$ cat src/rtl/core/kpl_pkg.sv
// ----------------------------------------------------------------------------
// kpl_pkg
// Types and constants shared by the keypad passcode lock core.
// ----------------------------------------------------------------------------
package kpl_pkg;

  // event opcodes
  localparam logic [2:0] EV_MOVE   = 3'd0;
  localparam logic [2:0] EV_PRESS  = 3'd1;
  localparam logic [2:0] EV_BACK   = 3'd2;
  localparam logic [2:0] EV_TICK   = 3'd3;
  localparam logic [2:0] EV_TOGGLE = 3'd4;

  typedef enum logic [1:0] {
    MODE_LOGIN = 2'd0,
    MODE_DESK  = 2'd1,
    MODE_LOCK  = 2'd2,
    MODE_APP   = 2'd3
  } mode_t;

  localparam logic [1:0] VERDICT_NONE   = 2'd0;
  localparam logic [1:0] VERDICT_ACCEPT = 2'd1;
  localparam logic [1:0] VERDICT_WRONG  = 2'd2;
  localparam logic [1:0] VERDICT_LOCKED = 2'd3;

  // configuration register indexes
  localparam logic [1:0] CFG_PASSCODE     = 2'd0;
  localparam logic [1:0] CFG_MAX_FAILURES = 2'd1;
  localparam logic [1:0] CFG_LOCK_SECONDS = 2'd2;
  localparam logic [1:0] CFG_ICON_COUNT   = 2'd3;

  localparam logic [15:0] PASSCODE_RST     = 16'h1234;
  localparam logic [3:0]  MAX_FAILURES_RST = 4'd3;
  localparam logic [7:0]  LOCK_SECONDS_RST = 8'd30;
  localparam logic [2:0]  ICON_COUNT_RST   = 3'd4;

  // keypad geometry: 3x4 cells of 60x45 at (30,120)
  localparam int PAD_COLS = 3;
  localparam int PAD_ROWS = 4;
  localparam int PAD_W    = 60;
  localparam int PAD_H    = 45;
  localparam int PAD_X    = 30;
  localparam int PAD_Y    = 120;

  localparam logic [3:0] CELL_HOME  = 4'd4;
  localparam logic [3:0] CELL_STAR  = 4'd9;
  localparam logic [3:0] CELL_ZERO  = 4'd10;
  localparam logic [3:0] CELL_ERASE = 4'd11;

  // desktop icon tiles
  localparam int TILE_COLS = 3;
  localparam int TILE_W    = 68;
  localparam int TILE_H    = 60;
  localparam int TILE_X    = 18;
  localparam int TILE_Y    = 60;
  localparam int TILE_DX   = 73;
  localparam int TILE_DY   = 80;

  localparam logic [3:0] FAIL_MAX = 4'd15;

  localparam int QDEPTH = 2;

  typedef struct packed {
    logic [2:0] event_kind;
    logic [7:0] cursor_x;
    logic [8:0] cursor_y;
  } in_item_t;

  typedef struct packed {
    logic [1:0] screen_mode;
    logic [2:0] digits_entered;
    logic [3:0] key_hover;
    logic [2:0] icon_hover;
    logic [1:0] verdict;
    logic       app_launch;
    logic [2:0] app_index;
    logic       forward_to_app;
    logic [7:0] lock_left;
    logic [3:0] fail_total;
  } out_item_t;

  // classified event between front and back
  typedef struct packed {
    logic [2:0] kind;
    logic       cell_hit;
    logic [3:0] pad_key;
    logic       icon_hit;
    logic [2:0] icon;
  } cls_t;

  typedef struct packed {
    logic [15:0] passcode;
    logic [3:0]  max_failures;
    logic [7:0]  lock_seconds;
    logic [2:0]  icon_count;
  } cfg_t;

endpackage

$ cat src/rtl/core/kpl_front.sv
// ----------------------------------------------------------------------------
// kpl_front
// Hit-tests the cursor against the keypad and the desktop icons.
// ----------------------------------------------------------------------------
module kpl_front #(
  parameter int ICON_SLOTS = 6
) (
  input  kpl_pkg::in_item_t item,
  input  logic [2:0]        icon_count,
  output kpl_pkg::cls_t     cls
);

  logic [9:0]            x_ext;
  logic [9:0]            y_ext;
  logic                  in_pad;
  logic [1:0]            col;
  logic [1:0]            row;
  logic [ICON_SLOTS-1:0] icon_vec;
  logic [2:0]            icon_sel;

  assign x_ext = {2'b00, item.cursor_x};
  assign y_ext = {1'b0, item.cursor_y};

  assign in_pad = (x_ext >= 10'(kpl_pkg::PAD_X))
               && (x_ext <  10'(kpl_pkg::PAD_X + kpl_pkg::PAD_COLS * kpl_pkg::PAD_W))
               && (y_ext >= 10'(kpl_pkg::PAD_Y))
               && (y_ext <  10'(kpl_pkg::PAD_Y + kpl_pkg::PAD_ROWS * kpl_pkg::PAD_H));

  always_comb begin
    if (x_ext < 10'(kpl_pkg::PAD_X + kpl_pkg::PAD_W)) begin
      col = 2'd0;
    end else if (x_ext < 10'(kpl_pkg::PAD_X + 2 * kpl_pkg::PAD_W)) begin
      col = 2'd1;
    end else begin
      col = 2'd2;
    end
    if (y_ext < 10'(kpl_pkg::PAD_Y + kpl_pkg::PAD_H)) begin
      row = 2'd0;
    end else if (y_ext < 10'(kpl_pkg::PAD_Y + 2 * kpl_pkg::PAD_H)) begin
      row = 2'd1;
    end else if (y_ext < 10'(kpl_pkg::PAD_Y + 3 * kpl_pkg::PAD_H)) begin
      row = 2'd2;
    end else begin
      row = 2'd3;
    end
  end

  genvar g;
  generate
    for (g = 0; g < ICON_SLOTS; g++) begin : g_icon
      localparam int IX = kpl_pkg::TILE_X + (g % kpl_pkg::TILE_COLS) * kpl_pkg::TILE_DX;
      localparam int IY = kpl_pkg::TILE_Y + (g / kpl_pkg::TILE_COLS) * kpl_pkg::TILE_DY;
      assign icon_vec[g] = (3'(g) < icon_count)
                        && (x_ext >= 10'(IX) && x_ext <= 10'(IX + kpl_pkg::TILE_W))
                        && (y_ext >= 10'(IY) && y_ext <= 10'(IY + kpl_pkg::TILE_H));
    end
  endgenerate

  // lowest index wins
  always_comb begin
    icon_sel = 3'd0;
    for (int i = ICON_SLOTS - 1; i >= 0; i--) begin
      if (icon_vec[i]) icon_sel = 3'(i);
    end
  end

  always_comb begin
    cls.kind     = item.event_kind;
    cls.cell_hit = in_pad;
    cls.pad_key  = 4'({row, 1'b0}) + 4'(row) + 4'(col);
    cls.icon_hit = |icon_vec;
    cls.icon     = icon_sel;
  end

endmodule

$ cat src/rtl/core/kpl_queue.sv
// ----------------------------------------------------------------------------
// kpl_queue
// Two-entry queue of classified events between front and back.
// ----------------------------------------------------------------------------
module kpl_queue (
  input  logic          clk,
  input  logic          rst_n,
  input  logic          push,
  input  kpl_pkg::cls_t push_data,
  output logic          full,
  input  logic          pop,
  output logic          not_empty,
  output kpl_pkg::cls_t pop_data
);

  localparam int PW = $clog2(kpl_pkg::QDEPTH);
  localparam int CW = $clog2(kpl_pkg::QDEPTH + 1);

  kpl_pkg::cls_t mem_r [kpl_pkg::QDEPTH];
  logic [PW-1:0] wptr_r, wptr_nxt;
  logic [PW-1:0] rptr_r, rptr_nxt;
  logic [CW-1:0] cnt_r, cnt_nxt;

  assign full      = (cnt_r == CW'(kpl_pkg::QDEPTH));
  assign not_empty = (cnt_r != '0);
  assign pop_data  = mem_r[rptr_r];

  always_comb begin
    wptr_nxt = push ? PW'(wptr_r + 1'b1) : wptr_r;
    rptr_nxt = pop  ? PW'(rptr_r + 1'b1) : rptr_r;
    cnt_nxt  = CW'(cnt_r + CW'(push) - CW'(pop));
  end

  always_ff @(posedge clk) begin
    if (!rst_n) begin
      wptr_r <= '0;
      rptr_r <= '0;
      cnt_r  <= '0;
    end else begin
      wptr_r <= wptr_nxt;
      rptr_r <= rptr_nxt;
      cnt_r  <= cnt_nxt;
    end
  end

  always_ff @(posedge clk) begin
    if (push) mem_r[wptr_r] <= push_data;
  end

endmodule

$ cat src/rtl/core/kpl_back.sv
// ----------------------------------------------------------------------------
// kpl_back
// Screen state machine: login, lockout, desktop and app, plus result register.
// ----------------------------------------------------------------------------
module kpl_back #(
  parameter int CODE_LEN = 4
) (
  input  logic               clk,
  input  logic               rst_n,
  input  kpl_pkg::cfg_t      cfg,
  input  logic               q_valid,
  input  kpl_pkg::cls_t      q_item,
  output logic               q_pop,
  output logic               out_valid,
  input  logic               out_ready,
  output kpl_pkg::out_item_t out_data
);

  localparam int IDX_W = (CODE_LEN > 1) ? $clog2(CODE_LEN) : 1;

  kpl_pkg::mode_t     mode_r, mode_nxt;
  logic [3:0]         entry_r [CODE_LEN];
  logic [2:0]         count_r, count_nxt;
  logic [3:0]         fail_r, fail_nxt;
  logic [7:0]         lock_r, lock_nxt;
  logic [3:0]         hcell_r, hcell_nxt;
  logic [2:0]         hicon_r, hicon_nxt;
  logic [2:0]         app_r, app_nxt;
  logic               out_valid_r, out_valid_nxt;
  kpl_pkg::out_item_t out_r, out_nxt;

  logic               fire;
  logic               wr_en;
  logic [3:0]         digit;
  logic [3:0]         fail_sat;
  logic [7:0]         lock_dec;
  logic [CODE_LEN-1:0] match;
  logic [1:0]         verdict;
  logic               launch;
  logic               fwd;

  assign fire      = q_valid && (!out_valid_r || out_ready);
  assign q_pop     = fire;
  assign out_valid = out_valid_r;
  assign out_data  = out_r;

  assign digit    = (q_item.pad_key == kpl_pkg::CELL_ZERO) ? 4'd0
                                                           : 4'(q_item.pad_key + 4'd1);
  assign fail_sat = (fail_r == kpl_pkg::FAIL_MAX) ? fail_r : 4'(fail_r + 4'd1);
  assign lock_dec = (lock_r != 8'd0) ? 8'(lock_r - 8'd1) : 8'd0;

  // per-digit compare; the last digit is the one arriving now
  genvar g;
  generate
    for (g = 0; g < CODE_LEN; g++) begin : g_match
      localparam int NIB = CODE_LEN - 1 - g;
      logic [3:0] want;
      if (NIB < 4) begin : g_in
        assign want = cfg.passcode[NIB*4 +: 4];
      end else begin : g_out
        assign want = 4'd0;
      end
      if (g == CODE_LEN - 1) begin : g_last
        assign match[g] = (digit == want);
      end else begin : g_held
        assign match[g] = (entry_r[g] == want);
      end
    end
  endgenerate

  always_comb begin
    mode_nxt  = mode_r;
    count_nxt = count_r;
    fail_nxt  = fail_r;
    lock_nxt  = lock_r;
    hcell_nxt = hcell_r;
    hicon_nxt = hicon_r;
    app_nxt   = app_r;
    verdict   = kpl_pkg::VERDICT_NONE;
    launch    = 1'b0;
    fwd       = 1'b0;
    wr_en     = 1'b0;

    case (mode_r)
      kpl_pkg::MODE_LOGIN: begin
        if (q_item.kind == kpl_pkg::EV_MOVE) begin
          if (q_item.cell_hit) hcell_nxt = q_item.pad_key;
        end else if (q_item.kind == kpl_pkg::EV_BACK) begin
          count_nxt = 3'd0;
        end else if (q_item.kind == kpl_pkg::EV_PRESS && q_item.cell_hit) begin
          if (q_item.pad_key == kpl_pkg::CELL_ERASE) begin
            if (count_r != 3'd0) count_nxt = 3'(count_r - 3'd1);
          end else if (q_item.pad_key != kpl_pkg::CELL_STAR) begin
            if (count_r == 3'(CODE_LEN - 1)) begin
              count_nxt = 3'd0;
              if (&match) begin
                verdict   = kpl_pkg::VERDICT_ACCEPT;
                mode_nxt  = kpl_pkg::MODE_DESK;
                hicon_nxt = 3'd0;
              end else begin
                fail_nxt = fail_sat;
                if (fail_sat >= cfg.max_failures) begin
                  verdict  = kpl_pkg::VERDICT_LOCKED;
                  mode_nxt = kpl_pkg::MODE_LOCK;
                  lock_nxt = cfg.lock_seconds;
                end else begin
                  verdict = kpl_pkg::VERDICT_WRONG;
                end
              end
            end else begin
              wr_en     = 1'b1;
              count_nxt = 3'(count_r + 3'd1);
            end
          end
        end
      end
      kpl_pkg::MODE_LOCK: begin
        if (q_item.kind == kpl_pkg::EV_TICK) begin
          lock_nxt = lock_dec;
          if (lock_dec == 8'd0) begin
            fail_nxt  = 4'd0;
            mode_nxt  = kpl_pkg::MODE_LOGIN;
            count_nxt = 3'd0;
            hcell_nxt = kpl_pkg::CELL_HOME;
          end
        end
      end
      kpl_pkg::MODE_DESK: begin
        if (q_item.kind == kpl_pkg::EV_BACK) begin
          fail_nxt  = 4'd0;
          mode_nxt  = kpl_pkg::MODE_LOGIN;
          count_nxt = 3'd0;
          hcell_nxt = kpl_pkg::CELL_HOME;
        end else if (q_item.kind == kpl_pkg::EV_MOVE) begin
          if (q_item.icon_hit) hicon_nxt = q_item.icon;
        end else if (q_item.kind == kpl_pkg::EV_PRESS) begin
          if (q_item.icon_hit) begin
            app_nxt  = q_item.icon;
            mode_nxt = kpl_pkg::MODE_APP;
            launch   = 1'b1;
          end
        end
      end
      kpl_pkg::MODE_APP: begin
        if (q_item.kind == kpl_pkg::EV_BACK) begin
          mode_nxt  = kpl_pkg::MODE_DESK;
          hicon_nxt = 3'd0;
        end else if (q_item.kind <= kpl_pkg::EV_TOGGLE) begin
          fwd = 1'b1;
        end
      end
      default: begin
        mode_nxt = kpl_pkg::MODE_LOGIN;
      end
    endcase

    out_nxt.screen_mode    = mode_nxt;
    out_nxt.digits_entered = count_nxt;
    out_nxt.key_hover      = hcell_nxt;
    out_nxt.icon_hover     = hicon_nxt;
    out_nxt.verdict        = verdict;
    out_nxt.app_launch     = launch;
    out_nxt.app_index      = (mode_nxt == kpl_pkg::MODE_APP) ? app_nxt : 3'd0;
    out_nxt.forward_to_app = fwd;
    out_nxt.lock_left      = (mode_nxt == kpl_pkg::MODE_LOCK) ? lock_nxt : 8'd0;
    out_nxt.fail_total     = fail_nxt;

    if (fire) begin
      out_valid_nxt = 1'b1;
    end else if (out_ready) begin
      out_valid_nxt = 1'b0;
    end else begin
      out_valid_nxt = out_valid_r;
    end
  end

  always_ff @(posedge clk) begin
    if (!rst_n) begin
      mode_r      <= kpl_pkg::MODE_LOGIN;
      count_r     <= 3'd0;
      fail_r      <= 4'd0;
      lock_r      <= 8'd0;
      hcell_r     <= kpl_pkg::CELL_HOME;
      hicon_r     <= 3'd0;
      app_r       <= 3'd0;
      out_valid_r <= 1'b0;
    end else begin
      out_valid_r <= out_valid_nxt;
      if (fire) begin
        mode_r  <= mode_nxt;
        count_r <= count_nxt;
        fail_r  <= fail_nxt;
        lock_r  <= lock_nxt;
        hcell_r <= hcell_nxt;
        hicon_r <= hicon_nxt;
        app_r   <= app_nxt;
      end
    end
  end

  always_ff @(posedge clk) begin
    if (fire) out_r <= out_nxt;
    if (fire && wr_en) entry_r[count_r[IDX_W-1:0]] <= digit;
  end

endmodule

$ cat src/rtl/core/keypad_passcode_lock_core.sv
// ----------------------------------------------------------------------------
// keypad_passcode_lock_core
// Pointer-driven passcode keypad with lockout, desktop and app launcher.
// ----------------------------------------------------------------------------
// Takes one pointer event per clock while the queue has room and returns one
// status result per event, in order. An event is hit-tested in the front
// stage, waits in a two-entry queue, and is executed by the screen state
// machine whose result sits in an output register: the result is registered
// first in the queue and then in the output register, and throughput is one
// event per cycle while the result side keeps up. The queue lets input
// transfers continue for two events while the result side stalls.
// Configuration writes are always ready and must only be issued while no
// event is in flight.
module keypad_passcode_lock_core #(
  parameter int CODE_LEN   = 4,
  parameter int ICON_SLOTS = 6
) (
  input  logic               clk,
  input  logic               rst_n,
  input  logic               in_valid,
  output logic               in_ready,
  input  kpl_pkg::in_item_t  in_data,
  output logic               out_valid,
  input  logic               out_ready,
  output kpl_pkg::out_item_t out_data,
  input  logic               cfg_valid,
  output logic               cfg_ready,
  input  logic [1:0]         cfg_index,
  input  logic [15:0]        cfg_data
);

  kpl_pkg::cfg_t cfg_r, cfg_nxt;
  kpl_pkg::cls_t front_cls;
  kpl_pkg::cls_t q_item;
  logic          q_full;
  logic          q_valid;
  logic          q_pop;
  logic          in_xfer;

  assign cfg_ready = 1'b1;
  assign in_ready  = !q_full;
  assign in_xfer   = in_valid && in_ready;

  always_comb begin
    cfg_nxt = cfg_r;
    if (cfg_valid) begin
      case (cfg_index)
        kpl_pkg::CFG_PASSCODE:     cfg_nxt.passcode     = cfg_data;
        kpl_pkg::CFG_MAX_FAILURES: cfg_nxt.max_failures = cfg_data[3:0];
        kpl_pkg::CFG_LOCK_SECONDS: cfg_nxt.lock_seconds = cfg_data[7:0];
        kpl_pkg::CFG_ICON_COUNT:   cfg_nxt.icon_count   = cfg_data[2:0];
        default: ;
      endcase
    end
  end

  always_ff @(posedge clk) begin
    if (!rst_n) begin
      cfg_r.passcode     <= kpl_pkg::PASSCODE_RST;
      cfg_r.max_failures <= kpl_pkg::MAX_FAILURES_RST;
      cfg_r.lock_seconds <= kpl_pkg::LOCK_SECONDS_RST;
      cfg_r.icon_count   <= kpl_pkg::ICON_COUNT_RST;
    end else begin
      cfg_r <= cfg_nxt;
    end
  end

  kpl_front #(
    .ICON_SLOTS(ICON_SLOTS)
  ) u_front (
    .item      (in_data),
    .icon_count(cfg_r.icon_count),
    .cls       (front_cls)
  );

  kpl_queue u_queue (
    .clk      (clk),
    .rst_n    (rst_n),
    .push     (in_xfer),
    .push_data(front_cls),
    .full     (q_full),
    .pop      (q_pop),
    .not_empty(q_valid),
    .pop_data (q_item)
  );

  kpl_back #(
    .CODE_LEN(CODE_LEN)
  ) u_back (
    .clk      (clk),
    .rst_n    (rst_n),
    .cfg      (cfg_r),
    .q_valid  (q_valid),
    .q_item   (q_item),
    .q_pop    (q_pop),
    .out_valid(out_valid),
    .out_ready(out_ready),
    .out_data (out_data)
  );

  // an event entering an empty pipeline shows up as a result after the queue and the output register
  a_latency: assert property (@(posedge clk) disable iff (!rst_n)
    (in_xfer && !q_valid && !out_valid) |-> ##2 out_valid)
    else $error("result missing after transfer into empty pipeline");

  a_lock_left: assert property (@(posedge clk) disable iff (!rst_n)
    (out_valid && out_data.lock_left != 8'd0) |->
      (out_data.screen_mode == kpl_pkg::MODE_LOCK))
    else $error("lockout count outside lockout");

  a_launch: assert property (@(posedge clk) disable iff (!rst_n)
    (out_valid && out_data.app_launch) |->
      (out_data.screen_mode == kpl_pkg::MODE_APP && !out_data.forward_to_app))
    else $error("launch without app in foreground");

  a_accept: assert property (@(posedge clk) disable iff (!rst_n)
    (out_valid && out_data.verdict == kpl_pkg::VERDICT_ACCEPT) |->
      (out_data.screen_mode == kpl_pkg::MODE_DESK && out_data.digits_entered == 3'd0))
    else $error("accepted passcode did not open the desktop");

endmodule
$ cat config.mk
export PLATFORM = sky130hd
export DESIGN_NAME = keypad_passcode_lock_core
export DESIGN_NICKNAME = d
export VERILOG_FILES = /design/src/rtl/core/kpl_pkg.sv /design/src/rtl/core/kpl_front.sv /design/src/rtl/core/kpl_queue.sv /design/src/rtl/core/kpl_back.sv /design/src/rtl/core/keypad_passcode_lock_core.sv
export SDC_FILE = /design/constraint.sdc
export NUM_CORES = 1
export LEC_CHECK = 0
export BUFFER_PORTS_ARGS = -buffer_cell sky130_fd_sc_hd__buf_2
export CAP_MARGIN = 20
export CELL_PAD_IN_SITES_DETAIL_PLACEMENT = 0
export CELL_PAD_IN_SITES_GLOBAL_PLACEMENT = 1
export CORE_MARGIN = 2
export CORE_UTILIZATION = 35
export CTS_CLUSTER_DIAMETER = 40
export DETAILED_ROUTE_END_ITERATION = 8
export PLACE_DENSITY = 0.61
export REMOVE_ABC_BUFFERS = 1
export SYNTH_ARGS = -nofsm -noshare
export SYNTH_HDL_FRONTEND = slang
export SYNTH_SLANG_ARGS = --single-unit
$ cat constraint.sdc
create_clock -name clk -period 6.67 [get_ports clk]
set_input_delay 0.3335 -clock clk [delete_from_list [all_inputs] [get_ports clk]]
set_output_delay 0.3335 -clock clk [all_outputs]
set_load 0.01 [all_outputs]
==> results by group, run 1 <==
Critical path
  – Worst Path Arrival: 3.73 ns
  – Crit path launch type: flop
  – CP Class: reg2reg
  – Max FO, Critical Path: 32
  – Crit path largest cell delay: 0.85 ns
  – Slowest-stage cell, CP: a211oi_2
  – WP data required: 6.89 ns
  – Worst Setup End Kind: flop
  – Worst-path cell chain: buf_4, mux2i_2, nor2_2, nor3_2, nor4_4, a211oi_2, a21oi_2, a311oi_1
  – CP delay by family, top: compound AO/OA/AOI/OAI gates
  – Bufs and invs on worst path: 1

Finish
  – Finished Core Util: 41.5%
  – Nets: 884
  – Antenna Cells: 0
  – Layout cells sized above 1: 18.9%
  – Non-filler cells, final: 1105
  – Synth-to-layout area growth: 16.3%
  – Fillers: 1982

Logic synthesis
  – Netlist Area Pre-Place: 7230 sq um
  – Sequential area share after synthesis: 45.6%
  – Warnings from Yosys: 0
  – Netlist cell types: 87
  – FF+latch count, synth: 131
  – Prevailing post-synth register cell: edfxtp_1
  – Syn_area_per_cell: 9.56 sq um
  – Post-synth ARST share: 0%
  – Syn Inst Count: 756
  – Post-synth EDFFs: 67

Placement
  – Hpwl dp: 13800 um
  – I/O Buffers: 75
  – Placed Cells: 1073
  – Gpl congestion: 0.801

Floorplan
  – Die Span X: 148 um
  – # IOs: 77
  – Die Span Y: 148 um
  – Core ar.: 20200 sq um
  – Row cnt: 52
  – Starting Density: 35.7%
  – Die area: 21800 sq um

Routing
  – DRT Pass-1 Iters: 5
  – Via-to-Cell Ratio: 5.27
  – Iteration-0 DRC Markers: 359
  – Final WL: 19200 um
  – DRC Markers: 0
  – Antenna viol nets, final: 0
  – Vias: 5827
  – Per-cell routed wire length: 17.4 um

CTS
  – Clock root buffer: clkbuf_16
  – CTS tree: built
  – CTS sink count: 131
  – Clock Latency Late Sink: 0.43 ns
  – Post-CTS setup repair buffer count: 0
  – # resized after CTS: 0
  – CTS Hold Bufs: 0
  – CTS Buffer Depth: 2
  – Clock-pin slew on the worst setup and hold paths: 0.06 ns
  – H-tree levels: 4
  – CTS buffer count: 17

Power
  – Leakage power: 3.28 nW
  – Sequential power share: 36.6%
  – Max VDD drop: 0.157 mV
  – PD cells: 369 nW/um^2
  – Overall Power: 3.10 mW
  – Sw Ratio: 35.7%
  – Pint: 1.99 mW
  – Switching power: 1.11 mW
  – Clock power frac: 30.5%
  – Share of power burned in combinational logic: 32.9%

GRT
  – Pin count of the biggest net entering global routing: 66
  – Tot GR Track Use: 18.2%
  – Vias in the first global route: 5761
  – First-pass GRT wire length: 30900 um
  – Total grt overflow: 0
  – Initial antenna violation count: 0

Min path
  – Worst min path class: in2reg

STA
  – Final hold vios: 0
  – Fin crit period: 3.51 ns
  – Worst Clk Skew: 0.0246 ns
  – Final setup viols: 0
  – RSZ-0062 raised after global routing: no
  – Max Clock Freq: 285 MHz
  – Max-slew violations: 0
  – Fin crit share: 52.7%
  – Slew at the pin closest to its max-slew limit: 1.04 ns
  – Fin Hold WS: 0.0995 ns
  – Relative slew slack: 30.7%
  – Setup TNS: 0 ns

Status
  – Status: finished clean

Flow run
  – Max-cap violation count: 0
## sequential cells by signal (all words and copies together) (netlist names), 2 cells and up, named ones only
signal,count
u_queue.cnt_r,2
u_back.lock_r,8
u_back.entry_r,12
u_back.hcell_r,4
u_back.out_data,31
u_back.app_r,3
cfg_r,31
u_queue.mem_r,24
u_back.mode_r,2
u_back.hicon_r,3
u_back.count_r,3
u_back.fail_r,4
## metal layers
| metal | vias to the layer above | GRT usage [%] | share of wire, % |
|---|---|---|---|
| met1 | 2785 | 23.7 | 47 |
| met5 | - | 0 | 0 |
| met4 | 0 | 7.26 | 2.2 |
| met2 | 116 | 30.3 | 48 |
| met3 | 22 | 3.02 | 3.3 |
| li1 | 2904 | - | - |
## synthesized netlist by cell type, types with 3 or more instances
| master | instances | area (sq um) |
|---|---|---|
| nand2_1 | 98 | 368 |
| edfxtp_1 | 67 | 2010 |
| dfxtp_1 | 64 | 1280 |
| nor2_1 | 53 | 199 |
| a21oi_1 | 50 | 250 |
| o21ai_0 | 37 | 185 |
| inv_1 | 33 | 124 |
| nand3_1 | 27 | 135 |
| a31oi_1 | 26 | 163 |
| clkbuf_1 | 26 | 97.6 |
| mux2i_1 | 20 | 200 |
| ha_1 | 17 | 213 |
| xor2_1 | 15 | 131 |
| a21o_1 | 12 | 90.1 |
| nor3_1 | 12 | 60.1 |
| a211oi_1 | 10 | 75.1 |
| nor2b_1 | 10 | 62.6 |
| and2_1 | 9 | 56.3 |
| mux2_2 | 9 | 101 |
| or2_2 | 8 | 50.1 |
| nand2b_1 | 7 | 43.8 |
| a311oi_1 | 6 | 52.6 |
| nor3b_1 | 6 | 45.0 |
| nor4_1 | 6 | 37.5 |
| o2bb2ai_1 | 6 | 52.6 |
| xnor2_1 | 6 | 52.6 |
| a21boi_0 | 5 | 37.5 |
| and3_1 | 5 | 31.3 |
| o22ai_1 | 5 | 31.3 |
| o31ai_1 | 5 | 37.5 |
| a211oi_2 | 4 | 50.1 |
| a31o_2 | 4 | 35.0 |
| buf_6 | 4 | 45.0 |
| o211ai_1 | 4 | 30.0 |
| o21a_1 | 4 | 30.0 |
| or3_1 | 4 | 25.0 |
| a32oi_1 | 3 | 26.3 |
| and3b_1 | 3 | 26.3 |
| and4_1 | 3 | 26.3 |
| nand3b_1 | 3 | 22.5 |
| nor4b_1 | 3 | 26.3 |
## layout by cell type (no fill, tap or decap), drive strengths merged, types with 5 or more instances in the layout
master	instances
mux2	11
or2	8
nand2b	7
and2	9
o2bb2ai	6
a21boi	5
a21oi	51
a31oi	26
dfxtp	64
a211oi	14
clkinv	6
nor2	54
nand2	99
o22ai	5
o21ai	40
and3	5
nor3	13
inv	34
a21o	12
nor4	7
xor2	15
nand3	27
nor2b	10
edfxtp	67
xnor2	6
mux2i	24
buf	81
a311oi	6
ha	17
clkbuf	19
nor3b	6
o31ai	7
## power groups by stage
stage	clock (mW)	combinational [mW]	sequential (mW)
after floorplan	0	0.622	1.20
after global placement	0	1.01	1.15
after detailed placement	0	1.03	1.15
after CTS	0.965	1.03	1.14
after global routing	0.999	1.13	1.15
final	0.945	1.02	1.14
## per-stage QoR
| stage | worst slack (ns) | instance area (sq um) |
|---|---|---|
| CTS | 3.18 | 8400 |
| finish | 3.16 | 8400 |
| detailed placement | 3.21 | 7810 |
| global placement | 3.37 | 7810 |
| global route | 2.89 | 8400 |
| floorplan | 3.47 | 7050 |
## logic make-up (layout without fill, tap and decap cells)
group / count (synthesis) / after routing / share of synthesized area, %
and+or+nand+nor: 270 / 270 / 18.6
AOI/OAI and AO/OA: 211 / 211 / 19.9
buffers and inverters: 68 / 147 / 4.26
xor gates and xnor gates: 21 / 21 / 2.55
adders and majority gates: 19 / 19 / 3.50
other: 1 / 1 / 0.0519
muxes: 35 / 35 / 5.59
DFF: 131 / 131 / 45.6
## area by class of cell
| class | instances | area (sq um) | share of cell area, % |
|---|---|---|---|
| timing repair buffer | 81 | 420 | 5.00 |
| sequential | 131 | 3290 | 39.2 |
| multi-input combinational | 557 | 3630 | 43.2 |
| clock inverter | 13 | 160 | 1.91 |
| inverter | 34 | 128 | 1.52 |
| clock buffer | 19 | 433 | 5.15 |
| tap | 270 | 338 | 4.02 |
## worst paths after layout
kind	startpoint	endpoint	slack, ns	depth (start not counted)
max	flop	u_back.out_data[10]	3.16	8
min	in_data[18]	u_queue.mem_r[1][10]	0.1	1
max reg2reg	flop	u_back.out_data[10]	3.16	8
min reg2reg	u_back.app_r[1]	u_back.app_r[1]	0.47	2
No activity file was read; power rests on OpenSTA's default activity.
==> run 2: changes to the inputs <==
Settings changed: ABC_AREA set to 1, PLACE_DENSITY 0.61 to 0.66.
Clock period 6.67 ns to 2.8 ns, I/O delays scaled along.
==> run 2 against run 1 <==
Net effect:
- register-to-register slack worse by 2.9 ns
- synthesized cell count up 23%
- fmax is 38% higher
- clock-buffer cell count is 9 higher
- via count rose by 6.7%
- power grew to 2.9 times the previous value
- clock power up 140%
- sequential power grew to 2.6 times the previous value
- critical path type unchanged
- largest cell class is now registers
- highest routed layer unchanged
==> results by group, run 2 <==
Logic synthesis
  – Warnings from Yosys: 0
  – Syn_area_per_cell: 7.86 sq um
  – Synth top cells by count: nand2_1, inv_1, nor2_1
  – Syn Inst Count: 933
  – Prevailing post-synth register cell: edfxtp_1
  – Area leader, netlist: edfxtp_1
  – Post-synth EDFFs: 67
  – Netlist Area Pre-Place: 7330 sq um
  – Netlist cell types: 51
  – Top-count cell post-synth: nand2_1
  – Top cells by area, synth: edfxtp_1, dfxtp_1, nand2_1
  – FF+latch count, synth: 131
  – Sequential area share after synthesis: 44.9%
  – Post-synth ARST share: 0%
  – Synth top area share: 27.4%

CTS
  – Clock root buffer: clkbuf_16
  – H-tree levels: 4
  – CTS buffer count: 17
  – CTS Buffer Depth: 2
  – CTS sink count: 131
  – Clock-pin slew on the worst setup and hold paths: 0.06 ns
  – Clock Latency Late Sink: 0.43 ns
  – CTS tree: built

STA
  – Max-slew violations: 0
  – RSZ-0062 raised after global routing: no
  – Final hold vios: 0
  – Fin Hold WS: 0.0220 ns
  – Relative slew slack: 42.3%
  – Fin crit share: 90.8%
  – Final setup viols: 0
  – Fin crit period: 2.54 ns
  – Max Clock Freq: 393 MHz
  – Slew at the pin closest to its max-slew limit: 0.844 ns
  – Worst Clk Skew: 0.00843 ns

Min path
  – Worst hold start: cfg_data[7]
  – Worst min path class: in2reg
  – Worst Hold Depth: 3
  – WHS Endpoint: cfg_r[10]

Critical path
  – FF-to-FF setup slack: 0.26 ns
  – R2r startpoint: u_back.fail_r[0]
  – Max FO, Critical Path: 6
  – Slowest-stage cell, CP: dfxtp_2
  – Worst Path Arrival: 2.83 ns
  – Crit path launch type: flop
  – Worst path most repeated cell: inv_1
  – Worst-path cell chain: ha_1, nand2_2, inv_1, nor2_1, inv_1, o21ai_2, inv_1, ha_1, nand2_1, inv_1, o21ai_1, nand2_1, a31o_2, nand2_2, inv_4, buf_4, nand4_1, nand3_1, nand2_1, inv_1, a21oi_2
  – Worst Setup End Kind: flop
  – WP data required: 3.08 ns
  – CP Class: reg2reg
  – Reg-to-Reg End: u_back.out_data[10]
  – Crit path largest cell delay: 0.32 ns
  – Path depth of the worst reg2reg path: 21

Routing
  – Per-cell routed wire length: 13.4 um
  – Vias: 6218
  – Via-to-Cell Ratio: 4.67
  – DRC Markers: 0
  – Final WL: 17800 um
  – Antenna viol nets, final: 0
  – DRT Pass-1 Iters: 5
  – Iteration-0 DRC Markers: 278

Power
  – PD cells: 1020 nW/um^2
  – Max VDD drop: 0.463 mV
  – Leakage power: 4.19 nW

Placement
  – Gpl congestion: 0.823
  – Hpwl dp: 13000 um
  – Placed Cells: 1282
  – I/O Buffers: 75

Finish
  – Register area: 3300 sq um
  – Fillers: 2084
  – Antenna Cells: 0
  – Multi-input logic area: 3280 sq um
  – Commonest non-fill, non-tap cell in the layout: nand2_1
  – Non-filler cells, final: 1331
  – Most frequent cells in the layout: nand2_1, inv_1, buf_2
  – Synth-to-layout area growth: 22.1%
  – Layout cells sized above 1: 19.9%
  – Nets: 1110

Floorplan
  – Core ar.: 20400 sq um
  – Row cnt: 52
  – # IOs: 77
  – Die Span Y: 149 um
  – Starting Density: 36.0%
  – Die area: 22100 sq um
  – Die Span X: 149 um

Status
  – Status: finished clean

GRT
  – Tot GR Track Use: 16.9%
  – Initial antenna violation count: 0
  – Total grt overflow: 0
  – First-pass GRT wire length: 29400 um
  – Vias in the first global route: 6047
  – Pin count of the biggest net entering global routing: 51

Flow run
  – Max-cap violation count: 0
[run 2: cell count changes in the layout (fill, tap and decap cells not counted), moves of 12 or more]
cell           before  now
a21o_1             12    0
a31oi_1            26    2
buf_4               6   28
dlygate4sd3_1       0   15
inv_1              32  169
mux2i_1            20    4
nand2_1            98  185
nand2_2             1   20
nand3_1            27   50
nand4_1             1   27
nor2_1             53   74
o21ai_0            37   59
xor2_1             15    3
[run 2: stage by stage]
| step | utilization, % | setup slack [ns] | setup TNS, ns | power [mW] | area (sq um) |
|---|---|---|---|---|---|
| 2_1_floorplan | - | -1.42 | -71.81 | 5.67 | 7200 |
| 3_3_place_gp | 39.9 | -0.0398 | -0.0746 | 6.85 | 8120 |
| 3_5_place_dp | 39.9 | -0.135 | -0.895 | 6.84 | 8120 |
| 4_1_cts | 43.8 | 0.0503 | 0 | 9.20 | 8910 |
| 5_1_grt | 44.0 | 0.00167 | 0 | 9.89 | 8950 |
| 6_report | 44.0 | 0.258 | 0 | 9.14 | 8950 |
[run 2: final cells by class]
| type | instances | area share, % |
|---|---|---|
| Sequential cell | 131 | 36.8 |
| Inverter | 178 | 7.57 |
| Multi-Input combinational cell | 602 | 36.6 |
| Tap cell | 270 | 3.77 |
| Clock inverter | 4 | 0.293 |
| Timing Repair Buffer | 118 | 8.22 |
| Clock buffer | 28 | 6.72 |
[run 2: power breakdown]
part           internal [mW]  switching [mW]  leakage (nW)
clock                   1.46           0.834         0.309
sequential              2.70           0.310          1.17
combinational           1.30            2.53          2.71
[run 2: logic make-up after synthesis]
logic type	count (synthesis)	share of synthesized area, %
muxes	4	0.546
xor gates and xnor gates	8	0.956
and+or+nand+nor	394	25.5
DFF	131	44.9
AOI/OAI and AO/OA	176	13.6
adders and majority gates	19	3.45
buffers and inverters	200	11.0
other	1	0.0511
[run 2: critical path: cells and delay by family, from the launching register on]
family                   cells  cell delay, ns
AND/OR/NAND/NOR              8            0.63
AO/OA/AOI/OAI                4            0.51
adder cells (fa/ha/maj)      2            0.49
buffers and inverters        7            0.45
flip-flops                   1            0.32
[run 2: routing by layer]
metal	track usage (%)	part of all wire, %	vias to the layer above
met5	0	0	-
met4	5.48	1.4	0
met3	3.30	3.0	18
met2	28.5	48	86
met1	22.0	48	2830
li1	-	-	3284
[run 2: worst max-delay path by stage]
stage | slack [ns] | depth (start not counted) | from | to
after floorplan | -1.42 | 6 | u_back.out_valid | u_back.hcell_r[2]
after global placement | -0.04 | 19 | u_back.fail_r[1] | u_back.out_data[10]
after detailed placement | -0.13 | 19 | u_back.fail_r[1] | u_back.out_data[10]
after CTS | 0.05 | 19 | u_back.fail_r[1] | u_back.out_data[10]
after global routing | 0.002 | 20 | u_back.fail_r[0] | u_back.out_data[4]
final | 0.26 | 21 | u_back.fail_r[0] | u_back.out_data[10]
[run 2: repair_timing]
action | 4_1_cts | 5_1_grt
gates resized for setup | 3 | 13
hold endpoints to repair | 19 | 0
pin swaps | 1 | 1
setup buffers | 0 | 2
hold buffers | 15 | 0
endpoints found under the setup margin | 17 | 30
